[config.mk]
export PLATFORM = sky130hd
export DESIGN_NAME = double_ended_queue_with_reverse
export DESIGN_NICKNAME = d
export VERILOG_FILES = /design/src/rtl/dewr_pkg.sv /design/src/rtl/dewr_ram.sv /design/src/rtl/dewr_ctrl.sv /design/src/rtl/double_ended_queue_with_reverse.sv
export SDC_FILE = /design/constraint.sdc
export NUM_CORES = 1
export LEC_CHECK = 0
export BUFFER_PORTS_ARGS = -buffer_cell sky130_fd_sc_hd__buf_4
export CAP_MARGIN = 20
export CORE_UTILIZATION = 45
export DETAILED_ROUTE_END_ITERATION = 7
export MAX_ROUTING_LAYER = met4
export SETUP_SLACK_MARGIN = 0.02
export SLEW_MARGIN = 20
export SYNTH_ARGS = -nofsm -noshare
export SYNTH_HDL_FRONTEND = slang
export SYNTH_SLANG_ARGS = --single-unit
export TNS_END_PERCENT = 100
[constraint.sdc]
create_clock -name clk -period 4.6 [get_ports clk]
set_input_delay 0.46 -clock clk [delete_from_list [all_inputs] [get_ports clk]]
set_output_delay 0.46 -clock clk [all_outputs]
set_load 0.005 [all_outputs]
[src/rtl/dewr_pkg.sv]
// Shared types and constants for the double-ended queue with reverse.
// Used by dewr_ctrl and the top level double_ended_queue_with_reverse.
package dewr_pkg;

  localparam int DEPTH_DEF      = 16;
  localparam int DATA_WIDTH_DEF = 32;
  localparam int VALUE_W        = 32;
  localparam int COUNT_W        = 5;

  typedef enum logic [1:0] {
    FUNC_INS_HEAD = 2'd0,
    FUNC_INS_TAIL = 2'd1,
    FUNC_REM_HEAD = 2'd2,
    FUNC_REVERSE  = 2'd3
  } func_t;

  typedef enum logic {
    ST_IDLE,
    ST_READ
  } ctrl_state_t;

  typedef struct packed {
    func_t                      func;
    logic signed [VALUE_W-1:0]  value;
  } in_item_t;

  typedef struct packed {
    logic                       ok;
    logic signed [VALUE_W-1:0]  removed_value;
    logic [COUNT_W-1:0]         count;
  } out_item_t;

endpackage

[src/rtl/dewr_ram.sv]
// Generic single-port-write, single-port-read RAM with registered read data.
// No dependencies.
module dewr_ram #(
  parameter int WIDTH = 32,
  parameter int DEPTH = 16
) (
  input  logic                     clk,
  input  logic                     we,
  input  logic [$clog2(DEPTH)-1:0] waddr,
  input  logic [WIDTH-1:0]         wdata,
  input  logic [$clog2(DEPTH)-1:0] raddr,
  output logic [WIDTH-1:0]         rdata
);

  logic [WIDTH-1:0] mem [DEPTH];
  logic [WIDTH-1:0] rdata_r;

  always_ff @(posedge clk) begin
    if (we) begin
      mem[waddr] <= wdata;
    end
    rdata_r <= mem[raddr];
  end

  assign rdata = rdata_r;

endmodule

[src/rtl/dewr_ctrl.sv]
// Queue controller: ring pointers, count, direction flag and output register.
// Drives the slot RAM (dewr_ram); types from dewr_pkg.
module dewr_ctrl #(
  parameter int DEPTH      = dewr_pkg::DEPTH_DEF,
  parameter int DATA_WIDTH = dewr_pkg::DATA_WIDTH_DEF
) (
  input  logic                      clk,
  input  logic                      rst_n,
  input  logic                      in_valid,
  output logic                      in_stall,
  input  dewr_pkg::in_item_t        in_item,
  output logic                      out_valid,
  input  logic                      out_stall,
  output dewr_pkg::out_item_t       out_item,
  output logic                      ram_we,
  output logic [$clog2(DEPTH)-1:0]  ram_waddr,
  output logic [DATA_WIDTH-1:0]     ram_wdata,
  output logic [$clog2(DEPTH)-1:0]  ram_raddr,
  input  logic [DATA_WIDTH-1:0]     ram_rdata
);

  localparam int PTR_W  = $clog2(DEPTH);
  localparam int HELD_W = $clog2(DEPTH + 1);
  localparam int SUM_W  = HELD_W + 1;

  localparam logic [PTR_W-1:0]  PTR_LAST  = PTR_W'(DEPTH - 1);
  localparam logic [HELD_W-1:0] HELD_FULL = HELD_W'(DEPTH);

  dewr_pkg::ctrl_state_t state_r, state_nxt;
  logic [PTR_W-1:0]      front_r, front_nxt;
  logic [PTR_W-1:0]      back_r, back_nxt;
  logic [HELD_W-1:0]     held_r, held_nxt;
  logic                  rev_r, rev_nxt;
  logic                  out_valid_r, out_valid_nxt;
  dewr_pkg::out_item_t   out_item_r, out_item_nxt;

  logic             accept;
  logic             out_take;
  logic             at_front;
  logic [PTR_W-1:0] front_prev, front_next, back_prev, back_next;

  assign front_prev = (front_r == '0) ? PTR_LAST : front_r - PTR_W'(1);
  assign front_next = (front_r == PTR_LAST) ? '0 : front_r + PTR_W'(1);
  assign back_prev  = (back_r == '0) ? PTR_LAST : back_r - PTR_W'(1);
  assign back_next  = (back_r == PTR_LAST) ? '0 : back_r + PTR_W'(1);

  // Output register is free when empty or being drained this cycle.
  assign out_take = out_valid_r && !out_stall;
  assign in_stall = (state_r != dewr_pkg::ST_IDLE) || (out_valid_r && out_stall);
  assign accept   = in_valid && !in_stall;
  assign at_front = (in_item.func == dewr_pkg::FUNC_INS_HEAD) ^ rev_r;

  always_comb begin
    state_nxt     = state_r;
    front_nxt     = front_r;
    back_nxt      = back_r;
    held_nxt      = held_r;
    rev_nxt       = rev_r;
    out_valid_nxt = out_valid_r && !out_take;
    out_item_nxt  = out_item_r;
    ram_we        = 1'b0;
    ram_waddr     = back_r;
    ram_wdata     = DATA_WIDTH'($unsigned(in_item.value));
    ram_raddr     = front_r;

    case (state_r)
      dewr_pkg::ST_IDLE: begin
        if (accept) begin
          out_item_nxt.ok            = 1'b1;
          out_item_nxt.removed_value = '0;
          out_item_nxt.count         = dewr_pkg::COUNT_W'(held_r);
          case (in_item.func)
            dewr_pkg::FUNC_INS_HEAD, dewr_pkg::FUNC_INS_TAIL: begin
              out_valid_nxt = 1'b1;
              if (held_r == HELD_FULL) begin
                out_item_nxt.ok = 1'b0;
              end else begin
                ram_we   = 1'b1;
                held_nxt = held_r + HELD_W'(1);
                out_item_nxt.count = dewr_pkg::COUNT_W'(held_nxt);
                if (at_front) begin
                  ram_waddr = front_prev;
                  front_nxt = front_prev;
                end else begin
                  ram_waddr = back_r;
                  back_nxt  = back_next;
                end
              end
            end
            dewr_pkg::FUNC_REM_HEAD: begin
              if (held_r == '0) begin
                out_valid_nxt   = 1'b1;
                out_item_nxt.ok = 1'b0;
              end else begin
                // Slot data comes back next cycle; result is loaded in ST_READ.
                held_nxt  = held_r - HELD_W'(1);
                state_nxt = dewr_pkg::ST_READ;
                if (rev_r) begin
                  ram_raddr = back_prev;
                  back_nxt  = back_prev;
                end else begin
                  ram_raddr = front_r;
                  front_nxt = front_next;
                end
              end
            end
            default: begin
              rev_nxt       = !rev_r;
              out_valid_nxt = 1'b1;
            end
          endcase
        end
      end
      dewr_pkg::ST_READ: begin
        // No write can land in the read cycle: input is stalled here.
        state_nxt                  = dewr_pkg::ST_IDLE;
        out_valid_nxt              = 1'b1;
        out_item_nxt.ok            = 1'b1;
        out_item_nxt.removed_value = signed'(dewr_pkg::VALUE_W'(ram_rdata));
        out_item_nxt.count         = dewr_pkg::COUNT_W'(held_r);
      end
      default: begin
        state_nxt = dewr_pkg::ST_IDLE;
      end
    endcase
  end

  always_ff @(posedge clk) begin
    if (!rst_n) begin
      state_r     <= dewr_pkg::ST_IDLE;
      front_r     <= '0;
      back_r      <= '0;
      held_r      <= '0;
      rev_r       <= 1'b0;
      out_valid_r <= 1'b0;
    end else begin
      state_r     <= state_nxt;
      front_r     <= front_nxt;
      back_r      <= back_nxt;
      held_r      <= held_nxt;
      rev_r       <= rev_nxt;
      out_valid_r <= out_valid_nxt;
    end
  end

  always_ff @(posedge clk) begin
    out_item_r <= out_item_nxt;
  end

  assign out_valid = out_valid_r;
  assign out_item  = out_item_r;

  // back pointer must sit held entries past front, modulo DEPTH
  logic [SUM_W-1:0] ring_sum;
  logic [PTR_W-1:0] back_expect;
  assign ring_sum    = SUM_W'(front_r) + SUM_W'(held_r);
  assign back_expect = (ring_sum >= SUM_W'(DEPTH)) ? PTR_W'(ring_sum - SUM_W'(DEPTH))
                                                   : PTR_W'(ring_sum);

  a_held_range: assert property (@(posedge clk) disable iff (!rst_n)
    held_r <= HELD_FULL)
    else $error("held count above depth");

  a_ring_consistent: assert property (@(posedge clk) disable iff (!rst_n)
    back_r == back_expect)
    else $error("ring pointers disagree with held count");

  a_read_slot_free: assert property (@(posedge clk) disable iff (!rst_n)
    state_r == dewr_pkg::ST_READ |-> !out_valid_r)
    else $error("output register busy when read data returns");

  a_remove_reads: assert property (@(posedge clk) disable iff (!rst_n)
    accept && in_item.func == dewr_pkg::FUNC_REM_HEAD && held_r != '0
    |=> state_r == dewr_pkg::ST_READ && out_valid_r == 1'b0)
    else $error("remove did not go through the read cycle");

  a_out_source: assert property (@(posedge clk) disable iff (!rst_n)
    $rose(out_valid_r) |-> $past(accept || state_r == dewr_pkg::ST_READ))
    else $error("result beat with no cause");

endmodule

[src/rtl/double_ended_queue_with_reverse.sv]
// Top level of the double-ended queue with reverse: controller plus slot RAM.
// Depends on dewr_pkg, dewr_ctrl and dewr_ram.
//
//  channel | handshake            | payload
//  --------+----------------------+---------------------------------------
//  in      | in_valid / in_stall  | in_item  (func, value)
//  out     | out_valid / out_stall| out_item (ok, removed_value, count)
//
// Inserts, reverse and failed removes load their result straight into the output register.
// A successful remove first passes through ST_READ for the registered slot RAM read.
// One item is in work at a time; the output register frees the input side.
// Synchronous active-low reset empties the queue; no RAM clearing pass.
// in_stall rises while a remove waits on RAM or a result beat is stalled.
module double_ended_queue_with_reverse #(
  parameter int DEPTH      = dewr_pkg::DEPTH_DEF,
  parameter int DATA_WIDTH = dewr_pkg::DATA_WIDTH_DEF
) (
  input  logic                clk,
  input  logic                rst_n,
  input  logic                in_valid,
  output logic                in_stall,
  input  dewr_pkg::in_item_t  in_item,
  output logic                out_valid,
  input  logic                out_stall,
  output dewr_pkg::out_item_t out_item
);

  localparam int PTR_W = $clog2(DEPTH);

  logic                  ram_we;
  logic [PTR_W-1:0]      ram_waddr;
  logic [DATA_WIDTH-1:0] ram_wdata;
  logic [PTR_W-1:0]      ram_raddr;
  logic [DATA_WIDTH-1:0] ram_rdata;

  dewr_ctrl #(
    .DEPTH      (DEPTH),
    .DATA_WIDTH (DATA_WIDTH)
  ) u_ctrl (
    .clk       (clk),
    .rst_n     (rst_n),
    .in_valid  (in_valid),
    .in_stall  (in_stall),
    .in_item   (in_item),
    .out_valid (out_valid),
    .out_stall (out_stall),
    .out_item  (out_item),
    .ram_we    (ram_we),
    .ram_waddr (ram_waddr),
    .ram_wdata (ram_wdata),
    .ram_raddr (ram_raddr),
    .ram_rdata (ram_rdata)
  );

  dewr_ram #(
    .WIDTH (DATA_WIDTH),
    .DEPTH (DEPTH)
  ) u_slots (
    .clk   (clk),
    .we    (ram_we),
    .waddr (ram_waddr),
    .wdata (ram_wdata),
    .raddr (ram_raddr),
    .rdata (ram_rdata)
  );

endmodule
Word-level counts from Yosys, hierarchy flattened
Memories as Yosys holds them, arrays and structs flattened. A register that Yosys moved wholly into a read port is not among the register bits.
Index checks and enable logic that the tools add are counted.
{"block": "op_classes", "add_sub_neg": 6, "mul": 0, "div_mod_pow": 0, "n_lt_le_gt_ge": 0, "eq_ne": 12, "shift": 0, "mux": 45, "n_bitwise": 3, "n_reduce_logical": 20}
{"operator": "$mux W4", "count": 22}
{"operator": "$pmux W38 S2", "count": 1}
{"operator": "$mux W38", "count": 1}
{"operator": "$pmux W4 S2", "count": 2}
{"operator": "$mux W5", "count": 3}
{"operator": "$reduce_and A7 Y1", "count": 2}
{"operator": "$mux W1", "count": 12}
{"operator": "$pmux W5 S2", "count": 1}
{"operator": "$add A4 B1 Y4 const B", "count": 2}
{"operator": "$eq A4 B4 Y1 const B", "count": 2}
{"operator": "$logic_not A4 Y1", "count": 2}
{"operator": "$ne A2 B2 Y1 const B", "count": 4}
{"operator": "$sub A4 B1 Y4 const B", "count": 2}
{"operator": "$ne A2 B1 Y1 const B", "count": 3}
{"operator": "$pmux W1 S2", "count": 3}
{"operator": "$add A5 B1 Y5 const B", "count": 1}
{"operator": "$eq A5 B5 Y1 const B", "count": 1}
{"operator": "$logic_not A5 Y1", "count": 1}
{"operator": "$sub A5 B1 Y5 const B", "count": 1}
{"operator": "$logic_and A1 B1 Y1", "count": 4}
{"operator": "$logic_not A1 Y1", "count": 4}
{"operator": "$reduce_and A4 Y1", "count": 1}
{"operator": "$reduce_and A3 Y1", "count": 1}
{"operator": "$reduce_or A3 Y1", "count": 1}
{"operator": "other kinds (8)", "count": 9}
{"block": "totals", "reg_bits": 54, "latch_bits": 0, "ramBits": 512, "romBits": 0, "in_bits": 38, "out_inout_bits": 40, "mem_count": 1}
{"name": "u_slots.mem", "depth": 16, "width": 32, "rd": 1, "rd_ports_with_merged_regs": 1, "write_ports": 1, "line_no": "dewr_ram.sv:15", "rtl": "logic [WIDTH-1:0] mem [DEPTH];"}

Depth between registers and ports, before layout
Gate-level depths: netlist of the first run.
{"block": "logic_depth", "word_depth": 8, "ltp_mapped": 13, "depth_no_buf": 8}

Cells and area by module
From an unflattened synthesis of the first run, not the netlist that was laid out.
{"block": "hier_totals", "hier_cells": 1128, "area_unflattened_um2": 22902.0}
{"mod": "dewr_ram", "n_inst": 1, "cells_each": 838, "area_per_inst_um2": 19835.3}
{"mod": "dewr_ctrl", "n_inst": 1, "cells_each": 290, "area_per_inst_um2": 3066.7}

Worst setup path before layout of the first run
OpenSTA, ideal clock, no wires.
{"block": "synth_timing", "kind": "reg-to-reg", "startpoint": "register u_ctrl.held_r[0]", "endpoint": "memory u_slots.mem[10][0], enable pin", "setup_time_ns": 0.461, "arrival_time_ns": 4.453, "t_required_ns": 4.139, "slack_ns": -0.314, "path_stages_with_launch": 9, "path_buffers": 1, "period_less_slack_ns": 4.914, "path_cell_list": "dfxtp_1 > inv_1 > ha_1 > nor4bb_1 > clkbuf_1 > nor4_2 > mux2i_1 > inv_2 > nor3_1"}
{"block": "synth_via", "elab_chain_cells": 7}
{"item": "start: declaration", "line_no": "dewr_ctrl.sv:32", "rtl": "logic [HELD_W-1:0] held_r, held_nxt;"}
{"item": "start signal: assignment", "line_no": "dewr_ctrl.sv:140", "rtl": "held_r <= held_nxt;"}
{"item": "$eq A5 B5 Y1 *", "line_no": "dewr_ctrl.sv:75", "rtl": "if (held_r == HELD_FULL) begin"}
{"item": "$mux W1", "line_no": "dewr_ctrl.sv:75"}
{"item": "$mux W1", "line_no": "dewr_ctrl.sv:72", "rtl": "case (in_item.func)"}
{"item": "$mux W1", "line_no": "dewr_ctrl.sv:68", "rtl": "if (accept) begin"}
{"item": "$mux W1", "line_no": "dewr_ctrl.sv:66", "rtl": "case (state_r)"}
{"item": "$mux W1", "line_no": "dewr_ram.sv:19", "rtl": "if (we) begin"}
{"item": "$mux W1 (implied by the code)", "line_no": "dewr_ram.sv:20", "rtl": "mem[waddr] <= wdata;"}
{"item": "end: declaration", "line_no": "dewr_ram.sv:15"}
Every way passes the cells marked *; elsewhere a longest branch is shown, timed or not.

Worst setup path after layout of the first run
{"block": "layout_timing", "startpoint": "register u_ctrl.back_r[0]", "endpoint": "register u_slots.rdata_r[7] (netlist: u_slots.rdata[7]), read port of u_slots.mem"}
{"block": "layout_via", "elab_chain_cells": 7}
{"item": "start: declaration", "line_no": "dewr_ctrl.sv:31", "rtl": "logic [PTR_W-1:0] back_r, back_nxt;"}
{"item": "start signal: assignment", "line_no": "dewr_ctrl.sv:139", "rtl": "back_r <= back_nxt;"}
{"item": "$sub A4 B1 Y4 / $logic_not A4 Y1 (equally long branches)", "line_no": "dewr_ctrl.sv:44", "rtl": "assign back_prev = (back_r == '0) ? PTR_LAST : back_r - PTR_W'(1);"}
{"item": "$mux W4 *", "line_no": "dewr_ctrl.sv:44"}
{"item": "$mux W4 *", "line_no": "dewr_ctrl.sv:98", "rtl": "if (rev_r) begin"}
{"item": "$mux W4 *", "line_no": "dewr_ctrl.sv:91", "rtl": "if (held_r == '0) begin"}
{"item": "$mux W4 *", "line_no": "dewr_ctrl.sv:72"}
{"item": "$mux W4 *", "line_no": "dewr_ctrl.sv:68"}
{"item": "$mux W4 *", "line_no": "dewr_ctrl.sv:66"}
{"item": "end: declaration", "line_no": "dewr_ram.sv:16", "rtl": "logic [WIDTH-1:0] rdata_r;"}
Marked as above.
A chain may end at the register's enable or synchronous reset.

==> impl_results.html, run 1 <==
<table>
<tr><th>Metric</th><th>Value</th></tr>
<tr><th colspan="2">Clock tree</th></tr>
<tr><td>Resize count post-CTS</td><td>0</td></tr>
<tr><td>Clock Root Buffer</td><td>clkbuf_16</td></tr>
<tr><td>Skew-Pair Late Insertion Delay</td><td>~0.61 ns</td></tr>
<tr><td>Clock tree from TritonCTS</td><td>yes</td></tr>
<tr><td>Max Root-Sink Buffers</td><td>3</td></tr>
<tr><td>Number of buffers inserted during clock tree synthesis</td><td>66</td></tr>
<tr><td>Hold-fix buffers at CTS</td><td>0</td></tr>
<tr><td>Clock transition at the register clock pins on the worst setup and hold paths after CTS</td><td>about 0.060 ns</td></tr>
<tr><td>H-tree depth</td><td>3</td></tr>
<tr><td>Post-CTS repair timing setup buffer count</td><td>0</td></tr>
<tr><td>Clock Sink Count</td><td>598</td></tr>
<tr><th colspan="2">Global route</th></tr>
<tr><td>Met3 usage</td><td>0.0342</td></tr>
<tr><td>Initial antenna violation count</td><td>1</td></tr>
<tr><td>Aggregate global-route resource usage</td><td>0.246</td></tr>
<tr><td>Global Route met1 Usage</td><td>0.332</td></tr>
<tr><td>Grt ovf</td><td>0</td></tr>
<tr><td>Most crowded layer after global routing</td><td>met2</td></tr>
<tr><td>Wire length of the first global-routing pass</td><td>roughly 110000 um</td></tr>
<tr><td>Pin count of the biggest net entering global routing</td><td>around 110</td></tr>
<tr><td>Met2 routing resource usage after global routing</td><td>0.382</td></tr>
<tr><td>Number of global-route vias before repair</td><td>between 15000 and 20000</td></tr>
<tr><th colspan="2">STA</th></tr>
<tr><td>Slew HR</td><td>0.310</td></tr>
<tr><td>Final Hold Vio Count</td><td>0</td></tr>
<tr><td>Final critical-path required period</td><td>approximately 3.6 ns</td></tr>
<tr><td>Worst-case hold slack</td><td>around 0.15 ns</td></tr>
<tr><td>Final count of negative-setup-slack endpoints</td><td>0</td></tr>
<tr><td>Worst-case setup margin in the final layout</td><td>1.04 ns</td></tr>
<tr><td>Max Transition Viols Final</td><td>0</td></tr>
<tr><td>Upper clock frequency limit</td><td>roughly 0.28 GHz</td></tr>
<tr><td>Slew at the pin with the worst max-slew slack</td><td>slightly above 1 ns</td></tr>
<tr><td>RSZ-0062 raised after global routing</td><td>no</td></tr>
<tr><td>Final period utilization</td><td>0.773</td></tr>
<tr><td>Final setup skew</td><td>around 0.025 ns</td></tr>
<tr><th colspan="2">Setup path</th></tr>
<tr><td>Type of the worst setup path</td><td>flop to flop</td></tr>
<tr><td>Critical Path Fanout Max</td><td>47</td></tr>
<tr><td>Cells along the critical path</td><td>inv_1, ha_4, or3b_1, and2_4, buf_12, mux4_2, mux2i_1, o22ai_1, a211o_1</td></tr>
<tr><td>Critical path required time</td><td>between 5 and 6 ns</td></tr>
<tr><td>R2r setup slk</td><td>around 1.0 ns</td></tr>
<tr><td>CP max stage delay</td><td>roughly 0.79 ns</td></tr>
<tr><td>Critical Path Start Type</td><td>flop</td></tr>
<tr><td>Setup crit end kind</td><td>flop</td></tr>
<tr><td>Standard cell with the maximum stage delay on the critical path</td><td>and2_4</td></tr>
<tr><td>Data arrival time at the worst-slack endpoint</td><td>~4 ns</td></tr>
<tr><th colspan="2">Detailed routing</th></tr>
<tr><td>Total wire length</td><td>between 70000 and 80000 um</td></tr>
<tr><td>Total vias in the final route</td><td>~16000</td></tr>
<tr><td>Vias per inst</td><td>around 6.2</td></tr>
<tr><td>Length of the first detailed-routing pass in iterations</td><td>5</td></tr>
<tr><td>Antenna Nets Post-Route</td><td>0</td></tr>
<tr><td>Post-route DRC</td><td>0</td></tr>
<tr><td>Routed WL per cell</td><td>27.3 um</td></tr>
<tr><td>First DRT Iteration DRCs</td><td>1631</td></tr>
<tr><th colspan="2">Yosys</th></tr>
<tr><td>Number of synthesized register bits</td><td>598</td></tr>
<tr><td>Post-synthesis area per instance</td><td>roughly 16 um2</td></tr>
<tr><td>Cell count after synthesis</td><td>between 1500 and 2000</td></tr>
<tr><td>Post-synthesis net count</td><td>between 1500 and 2000</td></tr>
<tr><td>Post-synthesis sequential area ratio</td><td>0.650</td></tr>
<tr><td>Number of synthesized flops with an enable pin</td><td>550</td></tr>
<tr><td>Area of the mapped netlist</td><td>~0.027 mm2</td></tr>
<tr><td>Number of distinct library cell variants in the gate-level netlist after synthesis</td><td>between 60 and 70</td></tr>
<tr><td>Dominant synthesized flop cell</td><td>edfxtp_1</td></tr>
<tr><td>Synth async-reset ratio</td><td>0</td></tr>
<tr><td>Yosys warning count</td><td>0</td></tr>
<tr><th colspan="2">Placed design</th></tr>
<tr><td>HPWL after detailed placement</td><td>39100 um</td></tr>
<tr><td>Placement-stage worst setup slack</td><td>roughly 1.1 ns</td></tr>
<tr><td>Standard cell area after detailed placement</td><td>0.0286 mm2</td></tr>
<tr><td>Port Buffers</td><td>77</td></tr>
<tr><td>Global placer's final weighted congestion</td><td>around 0.82</td></tr>
<tr><th colspan="2">Pwr</th></tr>
<tr><td>Leakage component of the power</td><td>slightly above 10 nW</td></tr>
<tr><td>Clock network power share</td><td>0.420</td></tr>
<tr><td>Reg power frac</td><td>0.486</td></tr>
<tr><td>Switching fraction of total power</td><td>0.231</td></tr>
<tr><td>Power density normalized to cell area</td><td>413 mW/mm2</td></tr>
<tr><td>NetSw</td><td>between 2 and 3 mW</td></tr>
<tr><td>Power Internal</td><td>between 9 and 10 mW</td></tr>
<tr><td>Maximum vdd drop</td><td>0.271 mV</td></tr>
<tr><td>Share of total power in combinational logic</td><td>0.094</td></tr>
<tr><th colspan="2">Cells and area</th></tr>
<tr><td>Fraction of layout cells with a size suffix above 1</td><td>0.225</td></tr>
<tr><td>Post-layout util</td><td>0.521</td></tr>
<tr><td>Final instance area</td><td>roughly 0.031 mm2</td></tr>
<tr><td>Layout Nets</td><td>1839</td></tr>
<tr><td>Syn-to-layout area delta</td><td>14.5%</td></tr>
<tr><th colspan="2">Floorplanning</th></tr>
<tr><td>Starting density of the core</td><td>0.455</td></tr>
<tr><td>Top Ports</td><td>slightly below 80</td></tr>
<tr><td>Die span in y</td><td>between 200 and 250 um</td></tr>
<tr><td>Horiz. Die Dim</td><td>around 250 um</td></tr>
<tr><td>Placeable core area</td><td>a little under 0.06 mm2</td></tr>
<tr><td>Std-Cell Rows</td><td>about 90</td></tr>
<tr><td>Die area</td><td>0.0607 mm2</td></tr>
<tr><th colspan="2">Flow run</th></tr>
<tr><td>Number of max-capacitance violations reported</td><td>0</td></tr>
<tr><th colspan="2">Worst hold path</th></tr>
<tr><td>Path class of the lowest-slack min-delay path</td><td>input pin to flop</td></tr>
<tr><th colspan="2">Outcome</th></tr>
<tr><td>Run status</td><td>finished clean</td></tr>
</table>
-- area by class of cell --
cell class                      instances  area, um2
Clock buffer                           86       1830
Clock inverter                         35        362
Multi-Input combinational cell        975       8900
Tap cell                              773        967
Antenna cell                            1       2.50
Timing Repair Buffer                  140       1180
Inverter                               13       48.8
Fill cell                            4817      28200
Sequential cell                       598      17500
-- cells by family after synthesis --
family / count (synthesis) / synth area share
AOI/OAI and AO/OA: 338 / 0.0800
xor gates and xnor gates: 13 / 0.00424
adders and majority gates: 7 / 0.00326
buffers and inverters: 141 / 0.0254
DFF: 598 / 0.650
muxes: 326 / 0.182
and+or+nand+nor: 291 / 0.0548
-- sequential cells by signal, indices dropped and copies added (netlist names) --
register / count
u_ctrl.rev_r: 1
u_ctrl.back_r: 4
u_slots.rdata: 32
u_ctrl.out_item: 38
u_ctrl.held_r: 5
u_ctrl.front_r: 4
u_ctrl.state_r: 1
u_ctrl.out_valid: 1
u_slots.mem: 512
-- worst paths after layout --
check,from,to,depth (start not counted)
max,u_ctrl.back_r[0],u_slots.rdata[7],9
min,in_item[21],u_slots.mem[11][21],1
max reg2reg,u_ctrl.back_r[0],u_slots.rdata[7],9
min reg2reg,u_slots.rdata[15],u_ctrl.out_item[20],1
-- worst max-delay path, delay by kind of cell, from the launching register on --
kind                     cells  cell delay, ns
buffers and inverters        2            0.51
multiplexers                 2            0.73
flip-flops                   1            0.51
adder cells (fa/ha/maj)      1            0.22
AND/OR/NAND/NOR              2            0.99
AO/OA/AOI/OAI                2            0.39
-- power groups by stage --
stage | Sequential [mW] | Combinational (mW) | Clock (mW)
floorplan | 6.25 | 0.777 | 0
global placement | 6.28 | 1.18 | 0
detailed placement | 6.28 | 1.20 | 0
CTS | 6.17 | 1.20 | 5.42
global route | 6.18 | 1.28 | 5.64
finish | 6.17 | 1.20 | 5.34
-- per-layer routing --
layer,vias to the layer above,share of wire
met1,8456,0.43
met3,133,0.067
li1,7048,-
met4,0,0.031
met2,671,0.47
met5,-,0
-- cell usage after synthesis (34+ instances only) --
cell      instances  area share
and2_1           38      0.0088
mux4_2          130        0.11
o22ai_1          63       0.015
dfxtp_1          48       0.036
mux2i_1         196       0.073
o21ai_0          45      0.0084
or3_1            34      0.0079
a21oi_1          71       0.013
nand2_1         145       0.020
a31oi_1          40      0.0093
edfxtp_1        550        0.61
clkbuf_1         79       0.011
-- through the flow --
step                      TNS (ns)  power (mW)  cells
after floorplan             -80.28        7.03   1714
after global placement           0        7.45   2499
after detailed placement         0        7.48   2499
after CTS                        0        12.8   2620
after global routing             0        13.1   2620
final                            0        12.7   2621
-- layout by cell type, fill, tap and decap left out, types with 32 or more instances in the layout --
| cell type | synthesis | routed |
|---|---|---|
| mux2i_1 | 196 | 196 |
| or3_1 | 34 | 34 |
| dfxtp_1 | 48 | 46 |
| mux4_2 | 130 | 130 |
| o21ai_0 | 45 | 45 |
| clkbuf_16 | 0 | 68 |
| nand2_1 | 145 | 144 |
| a31oi_1 | 40 | 39 |
| a21oi_1 | 71 | 70 |
| a211o_1 | 32 | 32 |
| o22a_1 | 32 | 32 |
| and2_1 | 38 | 37 |
| buf_4 | 0 | 130 |
| o22ai_1 | 63 | 63 |
| edfxtp_1 | 550 | 550 |
(Power assumes the default switching activity.)
==> inputs of run 2 (changes only) <==
- clock period: 4.6 -> 2.86 ns (I/O delays scaled with it)
==> run 2 against run 1 <==
Core utilization rose by 2.1 points. First-iteration DRC count decreased by 5.5%. Combinational power grew 82%. Via count is 1.5% higher. Clock skew up 0.010 ns. Critical endpoint is now u_slots.rdata[19]. Largest power group unchanged.
==> impl_results.html, run 2 (synthesis gave the netlist of run 1 again) <==
<table>
<tr><th>Metric</th><th>Value</th></tr>
<tr><th colspan="2">Outcome</th></tr>
<tr><td>Run status</td><td>finished clean</td></tr>
<tr><th colspan="2">Placed design</th></tr>
<tr><td>Global placer's final weighted congestion</td><td>between 0.8 and 0.9</td></tr>
<tr><td>HPWL after detailed placement</td><td>~42000 um</td></tr>
<tr><td>Standard cell area after detailed placement</td><td>between 0.02 and 0.03 mm2</td></tr>
<tr><td>Port Buffers</td><td>77</td></tr>
<tr><th colspan="2">Detailed routing</th></tr>
<tr><td>Length of the first detailed-routing pass in iterations</td><td>5</td></tr>
<tr><td>Vias per inst</td><td>around 6.1</td></tr>
<tr><td>First DRT Iteration DRCs</td><td>1541</td></tr>
<tr><td>Total wire length</td><td>~70000 um</td></tr>
<tr><td>Antenna Nets Post-Route</td><td>0</td></tr>
<tr><td>Total vias in the final route</td><td>approximately 17000</td></tr>
<tr><td>Routed WL per cell</td><td>between 20 and 30 um</td></tr>
<tr><td>Post-route DRC</td><td>0</td></tr>
<tr><th colspan="2">Cells and area</th></tr>
<tr><td>Most frequent cells in the layout</td><td>edfxtp_1, mux2i_1, buf_4</td></tr>
<tr><td>Post-layout util</td><td>0.542</td></tr>
<tr><td>Fraction of layout cells with a size suffix above 1</td><td>0.250</td></tr>
<tr><td>Largest register by flop count</td><td>u_slots.mem</td></tr>
<tr><td>Final instance area</td><td>approximately 0.032 mm2</td></tr>
<tr><td>Max FFs per register</td><td>roughly 500</td></tr>
<tr><td>Most common cell after layout, fill and taps aside</td><td>edfxtp_1</td></tr>
<tr><td>Footprint of the multi-input gates</td><td>roughly 0.009 mm2</td></tr>
<tr><td>Storage element area</td><td>~0.017 mm2</td></tr>
<tr><td>Layout Nets</td><td>1928</td></tr>
<tr><td>Filler cell count in the final layout</td><td>4700</td></tr>
<tr><td>Syn-to-layout area delta</td><td>19.1%</td></tr>
<tr><th colspan="2">STA</th></tr>
<tr><td>Slew at the pin with the worst max-slew slack</td><td>1.11 ns</td></tr>
<tr><td>Final setup skew</td><td>between 0.03 and 0.04 ns</td></tr>
<tr><td>Worst-case hold slack</td><td>between 0.03 and 0.04 ns</td></tr>
<tr><td>RSZ-0062 raised after global routing</td><td>no</td></tr>
<tr><td>Upper clock frequency limit</td><td>0.364 GHz</td></tr>
<tr><td>Final Hold Vio Count</td><td>0</td></tr>
<tr><td>Final count of negative-setup-slack endpoints</td><td>0</td></tr>
<tr><td>Final critical-path required period</td><td>between 2 and 3 ns</td></tr>
<tr><td>Final period utilization</td><td>0.961</td></tr>
<tr><td>Max Transition Viols Final</td><td>0</td></tr>
<tr><td>Slew HR</td><td>0.262</td></tr>
<tr><th colspan="2">Global route</th></tr>
<tr><td>Wire length of the first global-routing pass</td><td>105000 um</td></tr>
<tr><td>Initial antenna violation count</td><td>2</td></tr>
<tr><td>Grt ovf</td><td>0</td></tr>
<tr><td>Aggregate global-route resource usage</td><td>0.242</td></tr>
<tr><td>Number of global-route vias before repair</td><td>roughly 16000</td></tr>
<tr><td>Pin count of the biggest net entering global routing</td><td>132</td></tr>
<tr><th colspan="2">Setup path</th></tr>
<tr><td>Crit Reg-Reg Endpoint</td><td>u_slots.rdata[19]</td></tr>
<tr><td>Capture point of the worst path</td><td>u_slots.rdata[19]</td></tr>
<tr><td>R2r setup slk</td><td>roughly 0.11 ns</td></tr>
<tr><td>Launching point of the worst reg2reg path</td><td>u_ctrl.held_r[1]</td></tr>
<tr><td>Critical Path Fanout Max</td><td>10</td></tr>
<tr><td>Critical path origin</td><td>u_ctrl.held_r[1]</td></tr>
<tr><td>Length in cells of the worst reg-to-reg path</td><td>10</td></tr>
<tr><td>Data arrival time at the worst-slack endpoint</td><td>3.24 ns</td></tr>
<tr><td>Setup crit end kind</td><td>flop</td></tr>
<tr><td>Critical Path Start Type</td><td>flop</td></tr>
<tr><td>Type of the worst setup path</td><td>flop to flop</td></tr>
<tr><td>Critical path required time</td><td>between 3 and 4 ns</td></tr>
<tr><th colspan="2">Floorplanning</th></tr>
<tr><td>Top Ports</td><td>a little under 80</td></tr>
<tr><td>Die area</td><td>a little over 0.06 mm2</td></tr>
<tr><td>Placeable core area</td><td>0.0590 mm2</td></tr>
<tr><td>Std-Cell Rows</td><td>89</td></tr>
<tr><td>Die span in y</td><td>roughly 250 um</td></tr>
<tr><td>Starting density of the core</td><td>0.455</td></tr>
<tr><td>Horiz. Die Dim</td><td>246 um</td></tr>
<tr><th colspan="2">Worst hold path</th></tr>
<tr><td>Path class of the lowest-slack min-delay path</td><td>input pin to flop</td></tr>
<tr><th colspan="2">Clock tree</th></tr>
<tr><td>Number of buffers inserted during clock tree synthesis</td><td>60</td></tr>
<tr><td>Max Root-Sink Buffers</td><td>3</td></tr>
<tr><td>Clock transition at the register clock pins on the worst setup and hold paths after CTS</td><td>0.06 ns</td></tr>
<tr><td>H-tree depth</td><td>2</td></tr>
<tr><td>Clock tree from TritonCTS</td><td>yes</td></tr>
<tr><td>Skew-Pair Late Insertion Delay</td><td>roughly 0.65 ns</td></tr>
<tr><td>Clock Sink Count</td><td>between 500 and 600</td></tr>
<tr><td>Clock Root Buffer</td><td>clkbuf_16</td></tr>
<tr><th colspan="2">Pwr</th></tr>
<tr><td>Maximum vdd drop</td><td>0.456 mV</td></tr>
<tr><td>Reg power frac</td><td>0.497</td></tr>
<tr><td>NetSw</td><td>~4.7 mW</td></tr>
<tr><td>Post-layout total power</td><td>around 20 mW</td></tr>
<tr><td>Switching fraction of total power</td><td>0.236</td></tr>
<tr><td>Share of total power in combinational logic</td><td>0.109</td></tr>
<tr><td>Power density normalized to cell area</td><td>625 mW/mm2</td></tr>
<tr><td>Clock network power share</td><td>0.394</td></tr>
<tr><td>Leakage component of the power</td><td>10.6 nW</td></tr>
<tr><td>Power Internal</td><td>~15 mW</td></tr>
<tr><th colspan="2">Flow run</th></tr>
<tr><td>Number of max-capacitance violations reported</td><td>0</td></tr>
</table>
run 2: cell types whose count changed in the layout (fill, tap and decap cells not counted), sizes merged:
cell | before | now
buf | 140 | 206
clkbuf | 86 | 76
clkinv | 26 | 28
clkinvlp | 0 | 2
dlygate4sd3 | 0 | 29
inv | 16 | 15
run 2: worst min-delay path by stage:
stage,slack (ns),end,startpoint,depth (start not counted)
after floorplan,0.38,u_slots.mem[0][0],in_item[0],0
after global placement,0.50,u_ctrl.out_item[24],u_slots.rdata[19],1
after detailed placement,0.50,u_ctrl.out_item[24],u_slots.rdata[19],1
after CTS,0.002,u_slots.mem[5][15],in_item[15],1
after global routing,0.01,u_slots.mem[9][13],in_item[13],1
final,0.03,u_slots.mem[9][13],in_item[13],1
run 2: critical path, cell delays in order, from the launching register on:
cell	delay (ns)
dfxtp_2	0.35
inv_2	0.10
ha_4	0.16
or4b_4	0.47
nand4_2	0.21
buf_4	0.17
or3_1	0.18
buf_6	0.19
a21oi_1	0.05
or3_1	0.39
a211o_1	0.36
run 2: through the flow:
stage               TNS (ns)  worst slack (ns)  std cells
finish                     0             0.110       2709
global route               0            0.0250       2708
floorplan            -207.18            -0.528       1714
CTS                        0            0.0325       2693
global placement      -0.717           -0.0267       2550
detailed placement     -5.03           -0.0681       2550
run 2: layout make-up:
class / count / area share
Tap cell: 773 / 0.0302
Multi-Input combinational cell: 975 / 0.284
Antenna cell: 1 / 0.0000782
Inverter: 13 / 0.00176
Timing Repair Buffer: 235 / 0.0760
Clock inverter: 38 / 0.0118
Sequential cell: 598 / 0.547
Clock buffer: 76 / 0.0497
run 2: metal layers:
layer | vias up | track usage | share of wire
li1 | 7236 | - | -
met1 | 8570 | 0.341 | 0.44
met2 | 651 | 0.365 | 0.47
met3 | 102 | 0.0408 | 0.071
met4 | 0 | 0.0635 | 0.021
met5 | - | - | 0
run 2: power by group through the flow:
stage                     combinational, mW  clock, mW  sequential, mW
after CTS                              2.17       8.02            9.95
final                                  2.18       7.88            9.95
after detailed placement               2.13          0            10.1
after global placement                 2.10          0            10.1
after floorplan                        1.30          0            10.1
after global routing                   2.34       8.34            9.96
run 2: timing repair:
action	4_1_cts	5_1_grt
pin swaps	0	2
hold buffers	29	0
setup endpoints to repair	140	369
hold endpoints to repair	402	0
gates cloned	0	0
gates resized for setup	3	8
setup buffers	0	15
==> inputs of run 3 (changes only) <==
- clock period: 2.86 -> 3.4 ns (I/O delays scaled with it)
==> run 3 against run 2 <==
Via count decreased by 0.47%. Hold slack about the same. Maximum frequency decreased by 15%. Final area decreased by 2.7%. Global-route usage increased by 0.53 points. First-iteration DRC count increased by 11%. Power decreased by 16%. Register-to-register slack improved by 0.06 ns. Cell count decreased by 2.2%. Non-clock buffer count decreased by 58. Critical endpoint is now u_slots.mem[15][1]. Highest routed layer unchanged.
==> impl_results.html, run 3 (synthesis gave the netlist of run 1 again) <==
<table>
<tr><th>Metric</th><th>Value</th></tr>
<tr><th colspan="2">STA</th></tr>
<tr><td>Final setup skew</td><td>approximately 0.016 ns</td></tr>
<tr><td>Final Hold Vio Count</td><td>0</td></tr>
<tr><td>Slew at the pin with the worst max-slew slack</td><td>between 1 and 1.5 ns</td></tr>
<tr><td>RSZ-0062 raised after global routing</td><td>no</td></tr>
<tr><td>Final critical-path required period</td><td>roughly 3.2 ns</td></tr>
<tr><td>Final period utilization</td><td>0.949</td></tr>
<tr><td>Upper clock frequency limit</td><td>between 0.3 and 0.4 GHz</td></tr>
<tr><td>Final count of negative-setup-slack endpoints</td><td>0</td></tr>
<tr><td>Slew HR</td><td>0.248</td></tr>
<tr><td>Max Transition Viols Final</td><td>0</td></tr>
<tr><th colspan="2">Clock tree</th></tr>
<tr><td>Clock Root Buffer</td><td>clkbuf_16</td></tr>
<tr><td>Clock Sink Count</td><td>598</td></tr>
<tr><td>H-tree depth</td><td>2</td></tr>
<tr><td>Post-CTS repair timing setup buffer count</td><td>0</td></tr>
<tr><td>Max Root-Sink Buffers</td><td>3</td></tr>
<tr><td>Number of buffers inserted during clock tree synthesis</td><td>60</td></tr>
<tr><td>Clock transition at the register clock pins on the worst setup and hold paths after CTS</td><td>roughly 0.06 ns</td></tr>
<tr><td>Clock tree from TritonCTS</td><td>yes</td></tr>
<tr><td>Skew-Pair Late Insertion Delay</td><td>~0.62 ns</td></tr>
<tr><th colspan="2">Global route</th></tr>
<tr><td>Aggregate global-route resource usage</td><td>0.247</td></tr>
<tr><td>Pin count of the biggest net entering global routing</td><td>107</td></tr>
<tr><td>Initial antenna violation count</td><td>3</td></tr>
<tr><td>Grt ovf</td><td>0</td></tr>
<tr><td>Wire length of the first global-routing pass</td><td>about 110000 um</td></tr>
<tr><td>Number of global-route vias before repair</td><td>between 15000 and 20000</td></tr>
<tr><th colspan="2">Floorplanning</th></tr>
<tr><td>Die span in y</td><td>about 250 um</td></tr>
<tr><td>Starting density of the core</td><td>0.455</td></tr>
<tr><td>Top Ports</td><td>78</td></tr>
<tr><td>Std-Cell Rows</td><td>89</td></tr>
<tr><td>Die area</td><td>~0.061 mm2</td></tr>
<tr><td>Placeable core area</td><td>approximately 0.059 mm2</td></tr>
<tr><td>Horiz. Die Dim</td><td>around 250 um</td></tr>
<tr><th colspan="2">Pwr</th></tr>
<tr><td>Reg power frac</td><td>0.496</td></tr>
<tr><td>Share of total power in combinational logic</td><td>0.101</td></tr>
<tr><td>Power Internal</td><td>13.0 mW</td></tr>
<tr><td>Clock network power share</td><td>0.403</td></tr>
<tr><td>Post-layout total power</td><td>approximately 17 mW</td></tr>
<tr><td>Leakage component of the power</td><td>between 10 and 15 nW</td></tr>
<tr><td>Power density normalized to cell area</td><td>541 mW/mm2</td></tr>
<tr><td>Switching fraction of total power</td><td>0.228</td></tr>
<tr><td>Maximum vdd drop</td><td>0.421 mV</td></tr>
<tr><td>NetSw</td><td>approximately 3.8 mW</td></tr>
<tr><th colspan="2">Setup path</th></tr>
<tr><td>Critical Path Start Type</td><td>flop</td></tr>
<tr><td>Critical path required time</td><td>roughly 3.7 ns</td></tr>
<tr><td>Setup crit end kind</td><td>flop</td></tr>
<tr><td>Data arrival time at the worst-slack endpoint</td><td>3.49 ns</td></tr>
<tr><td>Type of the worst setup path</td><td>flop to flop</td></tr>
<tr><td>Critical Path Fanout Max</td><td>20</td></tr>
<tr><th colspan="2">Worst hold path</th></tr>
<tr><td>Path class of the lowest-slack min-delay path</td><td>input pin to flop</td></tr>
<tr><th colspan="2">Detailed routing</th></tr>
<tr><td>Routed WL per cell</td><td>~27 um</td></tr>
<tr><td>Total wire length</td><td>approximately 73000 um</td></tr>
<tr><td>Antenna Nets Post-Route</td><td>0</td></tr>
<tr><td>First DRT Iteration DRCs</td><td>around 1700</td></tr>
<tr><td>Post-route DRC</td><td>0</td></tr>
<tr><td>Vias per inst</td><td>6.22</td></tr>
<tr><td>Length of the first detailed-routing pass in iterations</td><td>8</td></tr>
<tr><td>Total vias in the final route</td><td>between 15000 and 20000</td></tr>
<tr><th colspan="2">Placed design</th></tr>
<tr><td>HPWL after detailed placement</td><td>~41000 um</td></tr>
<tr><td>Number of placed instances, taps included</td><td>between 2000 and 3000</td></tr>
<tr><td>Global placer's final weighted congestion</td><td>0.795</td></tr>
<tr><td>Port Buffers</td><td>between 70 and 80</td></tr>
<tr><td>Standard cell area after detailed placement</td><td>0.0291 mm2</td></tr>
<tr><th colspan="2">Cells and area</th></tr>
<tr><td>Final standard cell count with taps included and fillers excluded</td><td>between 2000 and 3000</td></tr>
<tr><td>Fraction of layout cells with a size suffix above 1</td><td>0.236</td></tr>
<tr><td>Final instance area</td><td>slightly above 0.03 mm2</td></tr>
<tr><td>Max FFs per register</td><td>512</td></tr>
<tr><td>Layout Nets</td><td>1870</td></tr>
<tr><td>Largest register by flop count</td><td>u_slots.mem</td></tr>
<tr><td>Syn-to-layout area delta</td><td>15.9%</td></tr>
<tr><td>Most frequent cells in the layout</td><td>edfxtp_1, mux2i_1, buf_4</td></tr>
<tr><td>Most common cell after layout, fill and taps aside</td><td>edfxtp_1</td></tr>
<tr><th colspan="2">Flow run</th></tr>
<tr><td>Number of max-capacitance violations reported</td><td>0</td></tr>
<tr><th colspan="2">Outcome</th></tr>
<tr><td>Run status</td><td>finished clean</td></tr>
</table>
run 3: changes by cell type in the layout (fill, tap and decap cells not counted), moves of 3 or more:
cell / change
buf_12: -27
dlygate4sd3_1: -26
clkinv_1: -6
clkinv_2: +5
inv_6: -4
buf_4: -3
bufinv_16: +3
clkinv_8: -3
inv_1: +3
mux2i_1: +3
run 3: worst max-delay path, cell delays in order (launching register included):
cell and delay [ns]:
dfxtp_1 0.42, inv_1 0.12, ha_1 0.26, nor4bb_1 0.16
buf_4 0.19, nor4_4 0.30, buf_4 0.21, nor2_1 0.06
a21o_1 0.42, nor3_4 0.27, buf_4 0.43
run 3: metal layers:
metal | track usage | up-vias | share of wire
met4 | 0.0708 | 0 | 0.025
met2 | 0.376 | 720 | 0.47
met5 | - | - | 0
li1 | - | 7103 | -
met1 | 0.342 | 8525 | 0.43
met3 | 0.0440 | 133 | 0.076
run 3: power groups by stage:
stage | sequential (mW) | combinational (mW) | clock (mW)
final | 8.36 | 1.71 | 6.80
after CTS | 8.36 | 1.71 | 6.94
after global placement | 8.51 | 1.68 | 0
after detailed placement | 8.51 | 1.70 | 0
after floorplan | 8.46 | 1.08 | 0
after global routing | 8.38 | 1.83 | 7.19
run 3: final cells by class:
type | instances | area (um2)
Inverter | 13 | 51.3
Antenna cell | 2 | 5.00
Clock inverter | 34 | 397
Clock buffer | 77 | 1630
Sequential cell | 598 | 17500
Fill cell | 4761 | 27900
Timing Repair Buffer | 177 | 1590
Tap cell | 773 | 967
Multi-Input combinational cell | 975 | 9030
run 3: final timing paths:
kind,startpoint,endpoint,slack (ns),depth (start not counted)
setup / recovery,u_ctrl.held_r[0],u_slots.mem[15][1],0.17,10
hold / removal,in_item[1],u_slots.mem[2][1],0.03,1
setup reg to reg,u_ctrl.held_r[0],u_slots.mem[15][1],0.17,10
hold reg to reg,u_slots.rdata[16],u_ctrl.out_item[21],0.51,1
run 3: per-stage QoR:
stage	hold WS, ns	util	TNS [ns]	setup slack [ns]
final	0.0317	0.528	0	0.175
after CTS	0.00121	0.528	0	0.189
after global routing	0.0232	0.528	0	0.0246
after global placement	0.495	0.493	0	0.201
after detailed placement	0.497	0.493	0	0.192
after floorplan	0.439	-	-66.01	-0.301
run 3: timing repair:
action	4_1_cts	5_1_grt
hold buffers	3	0
gates resized for setup	0	0
endpoints found under the hold margin	10	0
